[src/sv/fcc_pkg.sv]
// Shared types, character codes and character-class functions for the
// formula charge and token counter. No dependencies.
`default_nettype none

package fcc_pkg;

    localparam logic [7:0] ChrEnd   = 8'd0;
    localparam logic [7:0] ChrElec  = 8'd101;  // 'e'
    localparam logic [7:0] ChrPlus  = 8'd43;   // '+'
    localparam logic [7:0] ChrMinus = 8'd45;   // '-'
    localparam logic [7:0] ChrZero  = 8'd48;   // '0'

    localparam logic [7:0] CountMax = 8'd255;
    localparam logic [7:0] DigitMax = 8'd255;

    // Parser phase, one-hot.
    typedef enum logic [7:0] {
        PH_BOUND = 8'b0000_0001,
        PH_WS    = 8'b0000_0010,
        PH_SYM   = 8'b0000_0100,
        PH_ELEC  = 8'b0000_1000,
        PH_COEF  = 8'b0001_0000,
        PH_SIGN  = 8'b0010_0000,
        PH_CHG   = 8'b0100_0000,
        PH_ERR   = 8'b1000_0000
    } phase_t;

    typedef struct packed {
        logic signed [7:0] net_charge;
        logic [7:0]        token_count;
        logic              parse_error;
    } result_t;

    function automatic logic is_ws(input logic [7:0] c);
        return c inside {8'd32, [8'd9:8'd13]};
    endfunction

    function automatic logic is_lower(input logic [7:0] c);
        return c inside {[8'd97:8'd122]};
    endfunction

    function automatic logic is_upper(input logic [7:0] c);
        return c inside {[8'd65:8'd90]};
    endfunction

    function automatic logic is_digit(input logic [7:0] c);
        return c inside {[8'd48:8'd57]};
    endfunction

endpackage

`default_nettype wire

[src/sv/fcc_parser.sv]
// Parser state and per-byte update for the formula charge and token counter.
// Depends on fcc_pkg.
`default_nettype none

module fcc_parser (
    input  wire logic            clk,
    input  wire logic            rst_n,
    input  wire logic            step,
    input  wire logic [7:0]      chr,
    output logic                 emit,
    output fcc_pkg::result_t     result
);

    fcc_pkg::phase_t   phase_reg, phase_next;
    logic              neg_reg, neg_next;
    logic [7:0]        dig_reg, dig_next;
    logic signed [7:0] tot_reg, tot_next;
    logic [7:0]        tok_reg, tok_next;

    logic              do_sym;
    logic              do_coef;
    logic              do_bound;
    logic              do_add;
    logic              is_err;
    logic [7:0]        mag;
    logic signed [9:0] sum;
    logic signed [7:0] tot_sat;
    logic [11:0]       dig_x10;
    logic [3:0]        digit_val;
    logic [8:0]        count_sum;

    assign digit_val = 4'(chr - fcc_pkg::ChrZero);
    assign dig_x10   = {1'b0, dig_reg, 3'b000} + {3'b000, dig_reg, 1'b0}
                       + {8'd0, digit_val};
    assign mag       = (phase_reg == fcc_pkg::PH_SIGN) ? 8'd1 : dig_reg;
    assign sum       = 10'(tot_reg) + (neg_reg ? -$signed({2'b00, mag})
                                               : $signed({2'b00, mag}));

    always_comb
    begin
        if (sum > 10'sd127)
        begin
            tot_sat = 8'sd127;
        end
        else if (sum < -10'sd128)
        begin
            tot_sat = -8'sd128;
        end
        else
        begin
            tot_sat = sum[7:0];
        end
    end

    always_comb
    begin
        phase_next = phase_reg;
        neg_next   = neg_reg;
        dig_next   = dig_reg;
        tot_next   = tot_reg;
        tok_next   = tok_reg;
        emit       = 1'b0;
        is_err     = 1'b0;
        do_sym     = 1'b0;
        do_coef    = 1'b0;
        do_bound   = 1'b0;
        do_add     = 1'b0;

        case (phase_reg)
            fcc_pkg::PH_WS:
            begin
                if (chr == fcc_pkg::ChrEnd)
                begin
                    emit   = 1'b1;
                    is_err = 1'b1;
                end
                else if (!fcc_pkg::is_ws(chr))
                begin
                    do_bound = 1'b1;
                end
            end
            fcc_pkg::PH_SYM:
            begin
                if (!fcc_pkg::is_lower(chr))
                begin
                    do_sym = 1'b1;
                end
            end
            fcc_pkg::PH_ELEC:
            begin
                do_sym = 1'b1;
            end
            fcc_pkg::PH_COEF:
            begin
                if (!fcc_pkg::is_digit(chr))
                begin
                    do_coef = 1'b1;
                end
            end
            fcc_pkg::PH_SIGN:
            begin
                if (fcc_pkg::is_digit(chr))
                begin
                    dig_next   = {4'd0, digit_val};
                    phase_next = fcc_pkg::PH_CHG;
                end
                else
                begin
                    do_add   = 1'b1;
                    do_bound = 1'b1;
                end
            end
            fcc_pkg::PH_CHG:
            begin
                if (fcc_pkg::is_digit(chr))
                begin
                    dig_next = (dig_x10 > 12'(fcc_pkg::DigitMax)) ? fcc_pkg::DigitMax
                                                                  : dig_x10[7:0];
                end
                else
                begin
                    do_add   = 1'b1;
                    do_bound = 1'b1;
                end
            end
            fcc_pkg::PH_ERR:
            begin
                if (chr == fcc_pkg::ChrEnd)
                begin
                    emit   = 1'b1;
                    is_err = 1'b1;
                end
            end
            default:
            begin
                do_bound = 1'b1;
            end
        endcase

        // After a symbol, digits form the coefficient.
        if (do_sym)
        begin
            if (fcc_pkg::is_digit(chr))
            begin
                phase_next = fcc_pkg::PH_COEF;
            end
            else
            begin
                do_coef = 1'b1;
            end
        end

        // After the coefficient, a sign opens the charge.
        if (do_coef)
        begin
            if (chr == fcc_pkg::ChrPlus || chr == fcc_pkg::ChrMinus)
            begin
                neg_next   = (chr == fcc_pkg::ChrMinus);
                dig_next   = 8'd0;
                phase_next = fcc_pkg::PH_SIGN;
            end
            else
            begin
                do_bound = 1'b1;
            end
        end

        if (do_add)
        begin
            tot_next = tot_sat;
        end

        // Token boundary: end of formula, whitespace or a new symbol; any other byte is an error.
        if (do_bound)
        begin
            if (chr == fcc_pkg::ChrEnd)
            begin
                emit = 1'b1;
            end
            else if (fcc_pkg::is_ws(chr))
            begin
                phase_next = fcc_pkg::PH_WS;
            end
            else if (chr == fcc_pkg::ChrElec)
            begin
                phase_next = fcc_pkg::PH_ELEC;
            end
            else if (fcc_pkg::is_upper(chr) || fcc_pkg::is_lower(chr))
            begin
                if (tok_reg != fcc_pkg::CountMax)
                begin
                    tok_next = tok_reg + 8'd1;
                end
                phase_next = fcc_pkg::PH_SYM;
            end
            else
            begin
                phase_next = fcc_pkg::PH_ERR;
            end
        end

        count_sum = {1'b0, tok_next} + {8'd0, (tot_next != 8'sd0)};
        if (is_err)
        begin
            result.net_charge  = 8'sd0;
            result.token_count = 8'd0;
            result.parse_error = 1'b1;
        end
        else
        begin
            result.net_charge  = tot_next;
            result.token_count = count_sum[8] ? fcc_pkg::CountMax : count_sum[7:0];
            result.parse_error = 1'b0;
        end

        // A finished formula returns the parser to its start.
        if (emit)
        begin
            phase_next = fcc_pkg::PH_BOUND;
            neg_next   = 1'b0;
            dig_next   = 8'd0;
            tot_next   = 8'sd0;
            tok_next   = 8'd0;
        end
    end

    always_ff @(posedge clk or negedge rst_n)
    begin
        if (!rst_n)
        begin
            phase_reg <= fcc_pkg::PH_BOUND;
            neg_reg   <= 1'b0;
            dig_reg   <= 8'd0;
            tot_reg   <= 8'sd0;
            tok_reg   <= 8'd0;
        end
        else if (step)
        begin
            phase_reg <= phase_next;
            neg_reg   <= neg_next;
            dig_reg   <= dig_next;
            tot_reg   <= tot_next;
            tok_reg   <= tok_next;
        end
    end

    // A result leaves the parser at its start with nothing counted.
    assert property (@(posedge clk) disable iff (!rst_n)
        step && emit |=> phase_reg == fcc_pkg::PH_BOUND && tok_reg == 8'd0
                         && tot_reg == 8'sd0)
        else $error("parser state not cleared after a result");

    // An error result carries no charge and no count.
    assert property (@(posedge clk) disable iff (!rst_n)
        emit && result.parse_error |-> result.net_charge == 8'sd0
                                       && result.token_count == 8'd0)
        else $error("error result with nonzero fields");

    // A result comes exactly on the terminating byte.
    assert property (@(posedge clk) disable iff (!rst_n)
        step |-> emit == (chr == fcc_pkg::ChrEnd))
        else $error("result not tied to the terminating byte");

    // The phase register stays one-hot.
    assert property (@(posedge clk) disable iff (!rst_n)
        $onehot(phase_reg))
        else $error("parser phase not one-hot");

endmodule

`default_nettype wire

[src/sv/formula_charge_and_token_count_top.sv]
// Top level of the formula charge and token counter: input register, parser
// and result register. Depends on fcc_pkg and fcc_parser.
//
//  Channel  Handshake            Payload                                Width
//  -------  -------------------  -------------------------------------  -----
//  input    in_valid / in_ready  chr                                    8
//  output   out_valid/out_ready  net_charge, token_count, parse_error   8,8,1
//
// Each byte passes through the input register, and the parser updates its
// state as the byte leaves it; one byte a cycle is sustained unless a zero
// byte is held back. A terminating zero byte writes its result into the
// result register as it leaves; the result register holds it until out_ready is seen.
// Ordinary bytes never wait on the output side. A zero byte waits in the
// input register only while an earlier result is still untaken.
// Reset (rst_n low, asynchronous) empties both registers and puts the
// parser at the start of a formula.
`default_nettype none

module formula_charge_and_token_count_top (
    input  wire logic              clk,
    input  wire logic              rst_n,
    input  wire logic              in_valid,
    output logic                   in_ready,
    input  wire logic [7:0]        chr,
    output logic                   out_valid,
    input  wire logic              out_ready,
    output logic signed [7:0]      net_charge,
    output logic [7:0]             token_count,
    output logic                   parse_error
);

    // Input register: one byte waiting for the parser.
    logic              in_valid_reg;
    logic [7:0]        chr_reg;

    // Result register.
    logic              out_valid_reg, out_valid_next;
    fcc_pkg::result_t  res_reg;

    logic              advance;
    logic              emit;
    fcc_pkg::result_t  res;

    // A byte moves on unless it is a terminator and the result register is
    // still occupied by a result nobody has taken.
    assign advance  = in_valid_reg
                      && (chr_reg != fcc_pkg::ChrEnd || !out_valid_reg || out_ready);
    assign in_ready = !in_valid_reg || advance;

    always_ff @(posedge clk or negedge rst_n)
    begin
        if (!rst_n)
        begin
            in_valid_reg <= 1'b0;
        end
        else if (in_ready)
        begin
            in_valid_reg <= in_valid;
        end
    end

    always_ff @(posedge clk)
    begin
        if (in_ready && in_valid)
        begin
            chr_reg <= chr;
        end
    end

    fcc_parser u_parser (
        .clk    (clk),
        .rst_n  (rst_n),
        .step   (advance),
        .chr    (chr_reg),
        .emit   (emit),
        .result (res)
    );

    always_comb
    begin
        if (advance && emit)
        begin
            out_valid_next = 1'b1;
        end
        else if (out_ready)
        begin
            out_valid_next = 1'b0;
        end
        else
        begin
            out_valid_next = out_valid_reg;
        end
    end

    always_ff @(posedge clk or negedge rst_n)
    begin
        if (!rst_n)
        begin
            out_valid_reg <= 1'b0;
        end
        else
        begin
            out_valid_reg <= out_valid_next;
        end
    end

    always_ff @(posedge clk)
    begin
        if (advance && emit)
        begin
            res_reg <= res;
        end
    end

    assign out_valid   = out_valid_reg;
    assign net_charge  = res_reg.net_charge;
    assign token_count = res_reg.token_count;
    assign parse_error = res_reg.parse_error;

    // A new result is never written over one that has not been taken.
    assert property (@(posedge clk) disable iff (!rst_n)
        advance && emit |-> !out_valid_reg || out_ready)
        else $error("result overwritten before it was taken");

    // A byte that cannot move on stays in the input register unchanged.
    assert property (@(posedge clk) disable iff (!rst_n)
        in_valid_reg && !advance |=> in_valid_reg && $stable(chr_reg))
        else $error("stalled byte lost from the input register");

    // Only a stalled terminator can block the input side.
    assert property (@(posedge clk) disable iff (!rst_n)
        !in_ready |-> chr_reg == fcc_pkg::ChrEnd && out_valid_reg && !out_ready)
        else $error("input blocked without a waiting terminator");

endmodule

`default_nettype wire

[config.mk]
export PLATFORM = sky130hd
export DESIGN_NAME = formula_charge_and_token_count_top
export DESIGN_NICKNAME = d
export VERILOG_FILES = /design/src/sv/fcc_pkg.sv /design/src/sv/fcc_parser.sv /design/src/sv/formula_charge_and_token_count_top.sv
export SDC_FILE = /design/constraint.sdc
export NUM_CORES = 1
export LEC_CHECK = 0
export BUFFER_PORTS_ARGS = -buffer_cell sky130_fd_sc_hd__buf_2
export CORE_MARGIN = 2
export CORE_UTILIZATION = 36
export DETAILED_ROUTE_END_ITERATION = 12
export PLACE_DENSITY = 0.5
export RECOVER_POWER = 50
export SYNTH_ARGS = -nofsm -noshare
export SYNTH_HDL_FRONTEND = slang
export SYNTH_HIERARCHICAL = 1
export SYNTH_SLANG_ARGS = --single-unit
[constraint.sdc]
create_clock -name clk -period 7.6 [get_ports clk]
set_input_delay 1.52 -clock clk [delete_from_list [all_inputs] [get_ports clk]]
set_output_delay 1.52 -clock clk [all_outputs]
set_load 0.02 [all_outputs]
-- After elaboration in Yosys (flattened, before gate mapping)
Index checks and enable logic that the tools add are counted.
- $add $sub $neg: 7
- $lt $le $gt $ge: 11
- eq/ne operators: 12
- muxes and demuxes: 55
- reductions and logical operators: 25
- operators by type and width (kind ; number):
    $mux W8 ; 31
    $eq A8 B6 Y1 const B ; 4
    $mux W1 ; 20
    $eq A8 B7 Y1 const B ; 2
    $ge A8 B7 Y1 const B ; 2
    $le A8 B7 Y1 const B ; 2
    $pmux W8 S2 ; 1
    $reduce_bool A8 Y1 ; 2
    $add A11 B9 Y12 ; 1
    $add A12 B4 Y12 ; 1
    $gt A12 B8 Y1 const B ; 1
    $add A8 B10 Y10 ; 1
    $gt A10 B8 Y1 const B ; 1
    $lt A10 B8 Y1 const B ; 1
    $mux W10 ; 1
    $neg A8 Y10 ; 1
    $add A8 B1 Y9 ; 1
    $add A8 B1 Y8 const B ; 1
    $eq A8 B2 Y1 const B ; 1
    $eq A8 B3 Y1 const B ; 1
    $eq A8 B4 Y1 const B ; 1
    $eq A8 B5 Y1 const B ; 1
    $eq A8 B8 Y1 const B ; 1
    $ge A8 B4 Y1 const B ; 1
    15 further kinds ; 30
- flip-flop bits (word level): 60
- logic and storage cells: 121

-- Longest topological paths before layout
Gate-level depths: netlist (run 1).
- depth after elaboration: 12
- gate-level depth with buffers: 28
- gate-level depth less buffers: 26

-- By module
Netlist (run 1), hierarchy kept.
- modules (own cells, without submodules) (module ; times used ; cells each ; area an instance (µm²) ; seq. area each (µm²)):
    fcc_parser ; 1 ; 483 ; 3841.2 ; 827.0
    formula_charge_and_token_count_top ; 1 ; 38 ; 903.4 ; 800.8

-- Worst setup path after synthesis (run 1)
No wires, ideal clock.
- path type: register to register
- start: register u_parser.phase_reg[3]
- end: register res_reg, in the netlist token_count[6] (data pin)
- library setup time: 167 ps
- arrival: 5393 ps
- slack: 2040 ps
- stages on the path, launching flop included: 28
- buffers on the path: 2
- clock period less this slack: 5560 ps
- cell sequence: dfrtp_1 clkbuf_1 nor4_2 nand4_1 clkbuf_1 nand2b_1 inv_1 ha_1 o21ai_0 nor2_1 o31a_1 ha_1 o21ai_0 a21boi_0 a21o_1 nor2_1 mux2_2 a2111oi_4 a221oi_1 and4_1 nand4_1 ha_1 nand2_1 nor3b_1 nand4_1 a31oi_4 nand2b_1 a221oi_2
- longest elaborated chain between the ends: 12
- ends and longest elaborated chain (what ; line ; RTL):
    start: declaration ; fcc_parser.sv:14 ; fcc_pkg::phase_t phase_reg, phase_next;
    start signal: assignment ; fcc_parser.sv:231 ; phase_reg <= fcc_pkg::PH_BOUND;
    start signal: assignment ; fcc_parser.sv:239 ; phase_reg <= phase_next;
    $eq A8 B6 Y1 ; fcc_parser.sv:35, fcc_parser.sv:69 ;
    $mux W8 ; fcc_parser.sv:35 ; assign mag = (phase_reg == fcc_pkg::PH_SIGN) ? 8'd1 : dig_reg;
    $neg A8 Y10 ; fcc_parser.sv:36 ; assign sum = 10'(tot_reg) + (neg_reg ? -$signed({2'b00, mag})
    $mux W10 ; fcc_parser.sv:36 ;
    $add A8 B10 Y10 ; fcc_parser.sv:36 ;
    $lt A10 B8 Y1 ; fcc_parser.sv:45 ; else if (sum < -10'sd128)
    $mux W8 ; fcc_parser.sv:45 ;
    $mux W8 ; fcc_parser.sv:41 ; if (sum > 10'sd127)
    $mux W8 ; fcc_parser.sv:168 ; if (do_add)
    $reduce_bool A8 Y1 ; fcc_parser.sv:202 ; count_sum = {1'b0, tok_next} + {8'd0, (tot_next != 8'sd0)};
    $add A8 B1 Y9 ; fcc_parser.sv:202 ;
    $mux W8 ; fcc_parser.sv:212 ; result.token_count = count_sum[8] ? fcc_pkg::CountMax : count_sum[7:0];
    end signal: assignment ; formula_charge_and_token_count_top.sv:111 ; res_reg <= res;
    end: declaration ; formula_charge_and_token_count_top.sv:38 ; fcc_pkg::result_t res_reg;
Parallel ways exist; a longest one is shown, timed or not.
A chain may end at the register's enable or synchronous reset.

-- Worst setup path after layout (run 1)
Same ends and word-level chain as after synthesis.

==> qor.yml, run 1 <==
route:
  wl_met1_mm: 5.41
  met3_wirelength_um: 432
  drt_iter0_drc: 258
  wl_mm: 11.3
  firstDrtPassIters: 5
  wl_per_cell_um: 15.8
  antenna_left: 0
  viasPerCell: 5.60
  vias: 4026
  top_layer: "met4"
  drc: 0
  wl_met2_mm: 5.37
global_route:
  first_global_vias: 3720
  grt_antenna_before_repair: 0
  grt_pass1_wl_mm: 18.8
  gr-total-overflow: 0
  track_usage: 0.165
  grt_max_degree: 36
timing:
  slew_headroom: -0.328
  rsz0062_at_grt: "false"
  fin_skew_ns: 0.00669
  fin_hold_ws_ns: 0.505
  setup_tns_ns: 0
  fin_crit_ns: 6.37
  timing.fmax_mhz: 157
  slew_viol_final: 36
  setup_violations: 0
  tightest_slew_ns: 1.99
  finalHoldViolations: 0
  period_share: 0.839
yosys:
  ys_ff_latch: 60
  synth_xor_area_frac: 0.0491
  synth_top_family_by_area: "compound AO/OA/AOI/OAI gates"
  synth.area.top_cells: "dfrtp_1, edfxtp_1, ha_1, nor2_1, xnor2_1"
  avgSynthCellArea_um2: 9.11
  synth_compound_area_frac: 0.241
  async_reset_ff_frac: 0.583
  synth_area_leader_cell: "dfrtp_1"
  synth-edff-count: 25
  ys.flop_type: "dfrtp_1"
  synthMuxAreaShare: 0.0129
  synthesis.nets: 565
  synth_simple_gate_area_frac: 0.219
  yosysTopAreaCellShare: 0.179
  yosysSeqAreaShare: 0.343
  synth_area_um2: 4740
  yosys_warnings: 6
  yosysUniqueCellTypes: 78
  synth_fa_ha_area_frac: 0.0891
  syn-instance-count: 521
die:
  core_um2: 12700
  die-area_um2: 14100
  start_util: 0.373
  rows: 41
  ios: 31
  die_w_um: 119
  die_h_um: 119
clock_network:
  postCtsSetupBuffers: 0
  worstSkewPairLatency_ns: 0.33
  cts.sinks: 60
  cts_buffers: 9
  cts.repair.resized: 0
  hold_buffers: 0
  htree_levels: 3
  clkSlewWorstSetupHoldPaths_ns: 0.05
  root_buffer: "clkbuf_16"
  cts_tree: "built"
  cts_max_path_buffers: 2
finish:
  mostFrequentLayoutCells: "nor2_1, nand2_1, dfrtp_1, inv_1"
  diodes: 0
  final_common_cell: "nor2_1"
  n_fill_cell: 1297
  final_area_um2: 5350
  final_nets: 586
  layout.cells.non_filler: 719
  area_growth_syn_to_layout_pct: 12.7
  layout-drive-gt1-share: 0.102
setup_path:
  slowest_stage: "a2111oi_4"
  cpPeakStageDelay_ns: 0.53
  worstSetupPathType: "reg -> reg"
  critPathArrivalTime_ns: 6.53
  cp.required_ns: 7.76
  cp-start-kind: "flop"
  crit_path_end_kind: "flop"
  cp_max_fo: 11
status:
  status: "finished, violations left"
  violations: "max-capacitance violations, max-slew violations"
placement:
  portBuffers: 30
  routabilityCongestion: 0.845
  dpl.hpwl_mm: 8.51
  dpl_cell_area_um2: 5020
  dpl.cell_count: 703
pwr:
  powerDensity_nw_per_um2: 245
  peakVddDrop_uv: 139
  power_leakage_nw: 2.14
run:
  drv_cap: 1
min_path:
  hp-class: "reg -> reg"
worst paths after layout:
path	endpoint	cells past startpoint	start	slack [ns]
max reg2reg	token_count[6]	25	u_parser/phase_reg[3]	1.23
min	out_valid	1	in_valid_reg	0.51
max	token_count[6]	25	u_parser/phase_reg[3]	1.23
max in group asynchronous	u_parser/dig_reg[7]	1	rst_n	4.71
min in group asynchronous	u_parser/tok_reg[6]	1	rst_n	1.75
min reg2reg	out_valid	1	in_valid_reg	0.51
power by group:
| group | switching (mW) | internal (mW) | total, mW |
|---|---|---|---|
| Combinational | 0.243 | 0.150 | 0.393 |
| Clock | 0.148 | 0.329 | 0.477 |
| Sequential | 0.0609 | 0.381 | 0.442 |
| Total | 0.452 | 0.860 | 1.31 |
metrics by stage:
| stage | worst slack, ns | util | total power [mW] |
|---|---|---|---|
| floorplan | 2.04 | - | 0.759 |
| finish | 1.23 | 0.420 | 1.31 |
| global placement | 1.46 | 0.395 | 0.835 |
| CTS | 1.26 | 0.422 | 1.32 |
| detailed placement | 1.31 | 0.395 | 0.837 |
| global route | 0.682 | 0.420 | 1.38 |
layout make-up:
class / count / area [µm²] / share of cell area
well taps: 172 / 215 / 0.0402
multi-input cells: 408 / 2900 / 0.541
repair buffers: 32 / 144 / 0.0269
flip-flops and latches: 60 / 1630 / 0.304
clock buffers: 10 / 239 / 0.0447
inverters: 31 / 116 / 0.0218
clock inverters: 6 / 111 / 0.0208
cell usage after synthesis, drive strengths merged (6+ instances only):
| master | number |
|---|---|
| nor2 | 48 |
| nand2 | 39 |
| dfrtp | 34 |
| a21oi | 31 |
| inv | 31 |
| o21ai | 31 |
| ha | 29 |
| edfxtp | 25 |
| xnor2 | 17 |
| clkbuf | 16 |
| nand3 | 16 |
| nand2b | 14 |
| o22ai | 14 |
| nor3 | 12 |
| and3 | 11 |
| nor2b | 10 |
| nor4 | 8 |
| a211oi | 7 |
| a221oi | 7 |
| nand4 | 7 |
| o211ai | 7 |
| xor2 | 7 |
| and2 | 6 |
| buf | 6 |
| or3 | 6 |
| or4 | 6 |
worst max-delay path, delay by kind of cell, from the launching register on:
| family | cells | cell delay (ns) |
|---|---|---|
| AO/OA/AOI/OAI | 10 | 2.69 |
| adder cells (fa/ha/maj) | 3 | 0.70 |
| buffers and inverters | 1 | 0.06 |
| flip-flops | 1 | 0.46 |
| AND/OR/NAND/NOR | 11 | 2.28 |
logic make-up (layout without fill, tap and decap cells):
group / Yosys count / after routing
fa+ha+maj: 32 / 32
buf+inv: 53 / 79
simple gates: 194 / 194
mux: 6 / 6
compound gates: 151 / 151
flops: 60 / 60
xor+xnor: 25 / 25
layer usage:
layer,up-vias,global-route usage
li1,1985,-
met1,1939,0.223
met2,91,0.264
met3,11,0.0338
met4,0,0.0484
met5,-,0
Power figures use the tool's default switching activity.
==> run 2: changes to the inputs <==
==> constraint.sdc (replaced) <==
create_clock -name clk -period 5.9 [get_ports clk]
set_input_delay 1.18 -clock clk [delete_from_list [all_inputs] [get_ports clk]]
set_output_delay 1.18 -clock clk [all_outputs]
set_load 0.02 [all_outputs]
==> qor.yml, run 2 (same netlist as run 1, synthesis figures left out) <==
global_route:
  track_usage: 0.174  # +0.00898
  gr-total-overflow: 0  # unchanged
  grt_max_degree: 36  # unchanged
  grt_pass1_wl_mm: 19.7  # +4.9%
  first_global_vias: 4003  # +7.6%
  grt_antenna_before_repair: 0  # unchanged
timing:
  slew_headroom: -0.333  # -0.00424
  period_share: 0.941  # +0.102
  setup_tns_ns: 0  # unchanged
  fin_hold_ws_ns: 0.509  # +0.00321 ns
  fin_crit_ns: 5.55  # -0.824 ns
  rsz0062_at_grt: "false"
  timing.fmax_mhz: 180  # +15%
  finalHoldViolations: 0  # unchanged
  fin_skew_ns: 0.00660  # -0.0000925 ns
  slew_viol_final: 36  # unchanged
  setup_slack_ns: 0.351  # -0.876 ns
  setup_violations: 0  # unchanged
  tightest_slew_ns: 2.00  # +0.00637 ns
route:
  wl_per_cell_um: 16.0  # +1.4%
  antenna_left: 0  # unchanged
  drt_iter0_drc: 216  # -16%
  firstDrtPassIters: 5  # unchanged
  viasPerCell: 5.51  # -1.7%
  vias: 4069  # +1.1%
  wl_mm: 11.8  # +4.2%
  drc: 0  # unchanged
die:
  ios: 31  # unchanged
  die_h_um: 119  # unchanged
  core_um2: 12700  # unchanged
  die_w_um: 119  # unchanged
  die-area_um2: 14100  # unchanged
  start_util: 0.373  # unchanged
  rows: 41  # unchanged
setup_path:
  worstSetupPathType: "reg -> reg"
  r2r-end: "token_count[4]"
  r2r_start: "u_parser/phase_reg[4]"
  critPathArrivalTime_ns: 5.59  # -0.94 ns
  cp-start-kind: "flop"
  r2r_slack_ns: 0.35  # -0.88 ns
  cp_max_fo: 6  # -5
  worstRegToRegCells: 26  # +4.0%
  crit_path_end_kind: "flop"
  cp.required_ns: 5.94  # -1.82 ns
clock_network:
  clkSlewWorstSetupHoldPaths_ns: 0.05  # about the same
  root_buffer: "clkbuf_16"
  cts_max_path_buffers: 2  # unchanged
  cts.sinks: 60  # unchanged
  hold_buffers: 0  # unchanged
  htree_levels: 3  # unchanged
  cts_buffers: 9  # unchanged
  worstSkewPairLatency_ns: 0.32  # about the same
  cts_tree: "built"
finish:
  layout-drive-gt1-share: 0.143  # +0.0405
  final_area_um2: 5460  # +2.0%
  mostFrequentLayoutCells: "nor2_1, nand2_1, dfrtp_1, inv_1, a21oi_1"
  layout.cells.non_filler: 739  # +2.8%
  final_common_cell: "nor2_1"
  diodes: 0  # unchanged
  area_growth_syn_to_layout_pct: 15.0
  final_util: 0.429  # +0.00856
  final_nets: 606  # +3.4%
pwr:
  power_leakage_nw: 2.20  # +2.8%
  power_mw: 1.59  # +21%
  peakVddDrop_uv: 132  # -5.2%
  powerDensity_nw_per_um2: 291  # +18%
run:
  drv_cap: 1  # unchanged
placement:
  dpl.cell_count: 719  # +2.3%
  dpl.hpwl_mm: 8.94  # +5.0%
  portBuffers: 30  # unchanged
  routabilityCongestion: 0.829  # -2.0%
  dpl_cell_area_um2: 5140  # +2.4%
  pre_cts_ws_ns: 0.114  # -1.19 ns
min_path:
  min-delay-start: "in_valid_reg"
  hp-class: "reg -> reg"
  holdPathEnd: "out_valid"
  hold_depth: 1  # unchanged
status:
  violations: "max-capacitance violations, max-slew violations"
  status: "finished, violations left"
## run 2: changes by cell type in the layout (fill, tap and decap cells not counted), sizes merged
cell	delta
bufinv	-3
clkinvlp	+1
buf	+19
clkbuf	+1
clkinv	+2
## run 2: cell type report
cell class	count	area, µm²
clock buffers	10	229
clock inverters	6	32.5
fillers	1291	7260
inverters	31	116
multi-input cells	408	2950
flip-flops and latches	60	1630
well taps	172	215
repair buffers	52	290
## run 2: power by group
part	leakage (nW)	internal, mW	total (mW)	switching, mW
clock	0.123	0.279	0.458	0.179
combinational	1.37	0.225	0.574	0.349
sequential	0.704	0.491	0.554	0.0629
## run 2: how the worst max path moves through the flow
stage                                     start              to  slack [ns]  cells past startpoint
after detailed placement  u_parser/phase_reg[3]  token_count[6]        0.11                     24
final                     u_parser/phase_reg[4]  token_count[4]        0.35                     26
after global placement    u_parser/phase_reg[3]  token_count[5]        0.26                     25
after global routing      u_parser/phase_reg[4]  token_count[5]        0.02                     26
after CTS                 u_parser/phase_reg[3]  token_count[6]         0.1                     24
after floorplan           u_parser/phase_reg[3]  token_count[6]        0.34                     27
## run 2: worst max-delay path: stages, from the launching register on
cell       delay [ns]
dfrtp_1          0.41
nor4_4           0.29
nand4_1          0.23
nand2b_1         0.15
inv_1            0.05
ha_1             0.21
o21ai_2          0.08
nand2_1          0.12
xor2_2           0.21
ha_1             0.30
o211ai_1         0.12
o211ai_1         0.38
a21o_1           0.21
nor2_1           0.07
mux2_2           0.30
a2111oi_4        0.31
buf_4            0.19
a221oi_1         0.06
and4_1           0.21
nand4_1          0.12
ha_2             0.21
nand2_1          0.09
nor3b_2          0.25
nand4_1          0.17
a31oi_4          0.29
nor2b_1          0.18
a211oi_1         0.06
## run 2: layer usage
layer,part of all wire,vias to the layer above,track usage
met2,0.47,86,0.284
met4,0.014,0,0.0588
met3,0.037,12,0.0299
met1,0.48,1928,0.231
li1,-,2043,-
met5,0,-,0
## run 2: timing repair
action / 4_1_cts / 5_1_grt
setup buffers: 0 / 4
endpoints found under the setup margin: 0 / 8
resized for setup: 0 / 12
==> run 3: changes to the inputs <==
--- a/config.mk
+++ b/config.mk
@@ -13,5 +13,4 @@
 export RECOVER_POWER = 50
 export SYNTH_ARGS = -nofsm -noshare
 export SYNTH_HDL_FRONTEND = slang
-export SYNTH_HIERARCHICAL = 1
 export SYNTH_SLANG_ARGS = --single-unit
==> qor.yml, run 3 <==
status:
  status: "finished, violations left"
  violations: "max-capacitance violations, max-slew violations"
pwr:
  powerDensity_nw_per_um2: 300  # +3.1%
  power_leakage_nw: 2.23  # +1.6%
  peakVddDrop_uv: 246  # +86%
route:
  wl_mm: 11.1  # -6.3%
  viasPerCell: 5.40  # -1.9%
  drt_iter0_drc: 173  # -20%
  vias: 3782  # -7.1%
  wl_per_cell_um: 15.8  # -1.0%
  firstDrtPassIters: 7  # +2
  antenna_left: 0  # unchanged
  drc: 0  # unchanged
timing:
  timing.fmax_mhz: 177  # -1.6%
  finalHoldViolations: 0  # unchanged
  period_share: 0.956  # +0.0153
  slew_headroom: -0.311  # +0.0220
  tightest_slew_ns: 1.97  # -0.0330 ns
  fin_crit_ns: 5.64  # +0.0903 ns
  slew_viol_final: 36  # unchanged
  fin_skew_ns: 0.00471  # -0.00189 ns
  setup_violations: 0  # unchanged
die:
  die_w_um: 116  # -2.5%
  ios: 31  # unchanged
  start_util: 0.372  # -0.00134
  die_h_um: 116  # -2.5%
  rows: 40  # -2.4%
  die-area_um2: 13400  # -5.0%
  core_um2: 12100  # -4.8%
yosys:
  avgSynthCellArea_um2: 9.04  # -0.76%
  synth_compound_area_frac: 0.203  # -0.0378
  synth_xor_area_frac: 0.0475  # -0.00151
  synthesis.nets: 542  # -4.1%
  yosysUniqueCellTypes: 75  # -3.8%
  synth_area_um2: 4500  # -5.1%
  synth_fa_ha_area_frac: 0.0940  # +0.00483
  yosysMostFrequentCell: "nand2_1"
  syn-instance-count: 498  # -4.4%
  async_reset_ff_frac: 0.583  # unchanged
  yosys_warnings: 0  # -6
  synth_top_family_by_area: "simple AND/OR/NAND/NOR gates"
  synth-edff-count: 25  # unchanged
  ys.flop_type: "dfrtp_1"
  synthMuxAreaShare: 0.0122  # -0.000690
  ys_ff_latch: 60  # unchanged
  synth.area.top_cells: "dfrtp_1, edfxtp_1, ha_1, nand2_1, o21ai_0"
  yosysSeqAreaShare: 0.362  # +0.0186
  yosysTopAreaCellShare: 0.189  # +0.00972
  synth_commonest_cells: "nand2_1, o21ai_0, dfrtp_1, nor2_1, a21oi_1"
  synth_area_leader_cell: "dfrtp_1"
  synth_simple_gate_area_frac: 0.241  # +0.0227
global_route:
  first_global_vias: 3771  # -5.8%
  track_usage: 0.178  # +0.00442
  gr-total-overflow: 0  # unchanged
  grt_max_degree: 36  # unchanged
  grt_pass1_wl_mm: 18.8  # -4.9%
  grt_antenna_before_repair: 0  # unchanged
clock_network:
  cts_tree: "built"
  cts_buffers: 9  # unchanged
  clkSlewWorstSetupHoldPaths_ns: 0.05  # about the same
  cts_max_path_buffers: 2  # unchanged
  cts.sinks: 60  # unchanged
  root_buffer: "clkbuf_16"
  htree_levels: 3  # unchanged
  hold_buffers: 0  # unchanged
  worstSkewPairLatency_ns: 0.33  # about the same
finish:
  final_nets: 571  # -5.8%
  mostFrequentLayoutCells: "nand2_1, o21ai_0, nor2_1, dfrtp_1"
  final_util: 0.433  # +0.00396
  layout-drive-gt1-share: 0.156  # +0.0132
  area_growth_syn_to_layout_pct: 16.5
  layout.cells.non_filler: 700  # -5.3%
  final_common_cell: "nand2_1"
  n_fill_cell: 1223  # -5.3%
  diodes: 0  # unchanged
setup_path:
  cp_max_fo: 7  # +1
  critPathArrivalTime_ns: 5.70  # +0.11 ns
  r2r_start: "u_parser.phase_reg[2]"
  crit_path_end_kind: "flop"
  cp.required_ns: 5.96  # +0.02 ns
  worstSetupPathType: "reg -> reg"
  r2r-end: "token_count[3]"
  worstRegToRegCells: 27  # +3.8%
  cp-start-kind: "flop"
  r2r_slack_ns: 0.26  # -0.09 ns
placement:
  dpl.hpwl_mm: 8.04  # -10%
  dpl.cell_count: 683  # -5.0%
  portBuffers: 30  # unchanged
  routabilityCongestion: 0.862  # +4.0%
min_path:
  min-delay-start: "u_parser.phase_reg[0]"
  hold_depth: 1  # unchanged
  holdPathEnd: "u_parser.phase_reg[0]"
  hp-class: "reg -> reg"
run:
  drv_cap: 1  # unchanged
## run 3: cell count changes after synthesis, sizes merged, moves of 6 or more
cell	change
nand2b	-6
nor2	-14
a221oi	-6
o22ai	-11
o21ai	+16
nand2	+19
inv	-10
## run 3: where the power goes
part	internal, mW	leakage [nW]	switching, mW
clock network	0.379	0.159	0.188
registers	0.489	0.688	0.0760
logic	0.189	1.38	0.250
## run 3: cell families (layout without fill, tap and decap cells)
| group | after synthesis | after routing |
|---|---|---|
| muxes | 5 | 5 |
| adders and majority gates | 32 | 32 |
| xor gates and xnor gates | 22 | 22 |
| buffers and inverters | 43 | 77 |
| DFF | 60 | 60 |
| and+or+nand+nor | 197 | 197 |
| AOI/OAI and AO/OA | 139 | 139 |
## run 3: per-layer routing
metal | GRT usage | share of wire
met1 | 0.245 | 0.48
met2 | 0.285 | 0.49
met3 | 0.0256 | 0.026
met4 | 0.0675 | 0.0074
met5 | 0 | 0
## run 3: what timing repair did
action                     4_1_cts  5_1_grt
gates resized for setup          3       26
pin swaps                        0        4
setup endpoints to repair        1        8
buffers inserted                 1        0
## run 3: cell type report
class                   count  area (µm²)  area share
clock buffers              11         243      0.0463
clock inverters             5        75.1      0.0143
inverters                  21        78.8      0.0150
multi-input cells         395        2810       0.536
flip-flops and latches     60        1630       0.311
well taps                 168         210      0.0401
repair buffers             40         198      0.0377
## run 3: worst max-delay path, stage by stage, from the launching register on
cell      delay (ns)
dfrtp_2         0.44
or4_4           0.61
nor4b_4         0.24
or2_2           0.16
inv_1           0.04
ha_1            0.21
o21ai_2         0.09
nand2_2         0.10
o21a_1          0.15
a31oi_2         0.21
ha_4            0.26
a21oi_2         0.15
o21a_1          0.20
nand2_1         0.09
or4_1           0.51
and4_4          0.23
nand2b_4        0.17
o21ai_4         0.17
nor2_1          0.06
nand4_1         0.11
ha_2            0.23
nand2_1         0.09
or2_2           0.27
a21oi_1         0.12
a21oi_1         0.05
o21ai_1         0.16
xnor2_1         0.14
a21oi_1         0.08
## run 3: through the flow
step                      cell area [µm²]  setup TNS (ns)  hold WS [ns]  total power, mW  setup WS, ns
after global placement               4820               0         0.512            0.989         0.173
after global routing                 5240        -0.00869         0.532             1.67      -0.00869
after CTS                            5160               0         0.525             1.57        0.0229
after detailed placement             4820         -0.0472         0.517            0.991       -0.0472
final                                5240               0         0.522             1.57         0.260
after floorplan                      4500               0         0.482            0.895         0.209
## run 3: worst max path at each step
stage	startpoint	endpoint	slack [ns]	cells after the start
2_1_floorplan	u_parser.phase_reg[3]	token_count[3]	0.21	28
3_3_place_gp	u_parser.phase_reg[2]	token_count[3]	0.17	27
3_5_place_dp	u_parser.phase_reg[2]	token_count[3]	-0.05	26
4_1_cts	u_parser.phase_reg[2]	token_count[3]	0.02	26
5_1_grt	u_parser.phase_reg[2]	token_count[3]	-0.009	26
6_report	u_parser.phase_reg[2]	token_count[3]	0.26	27
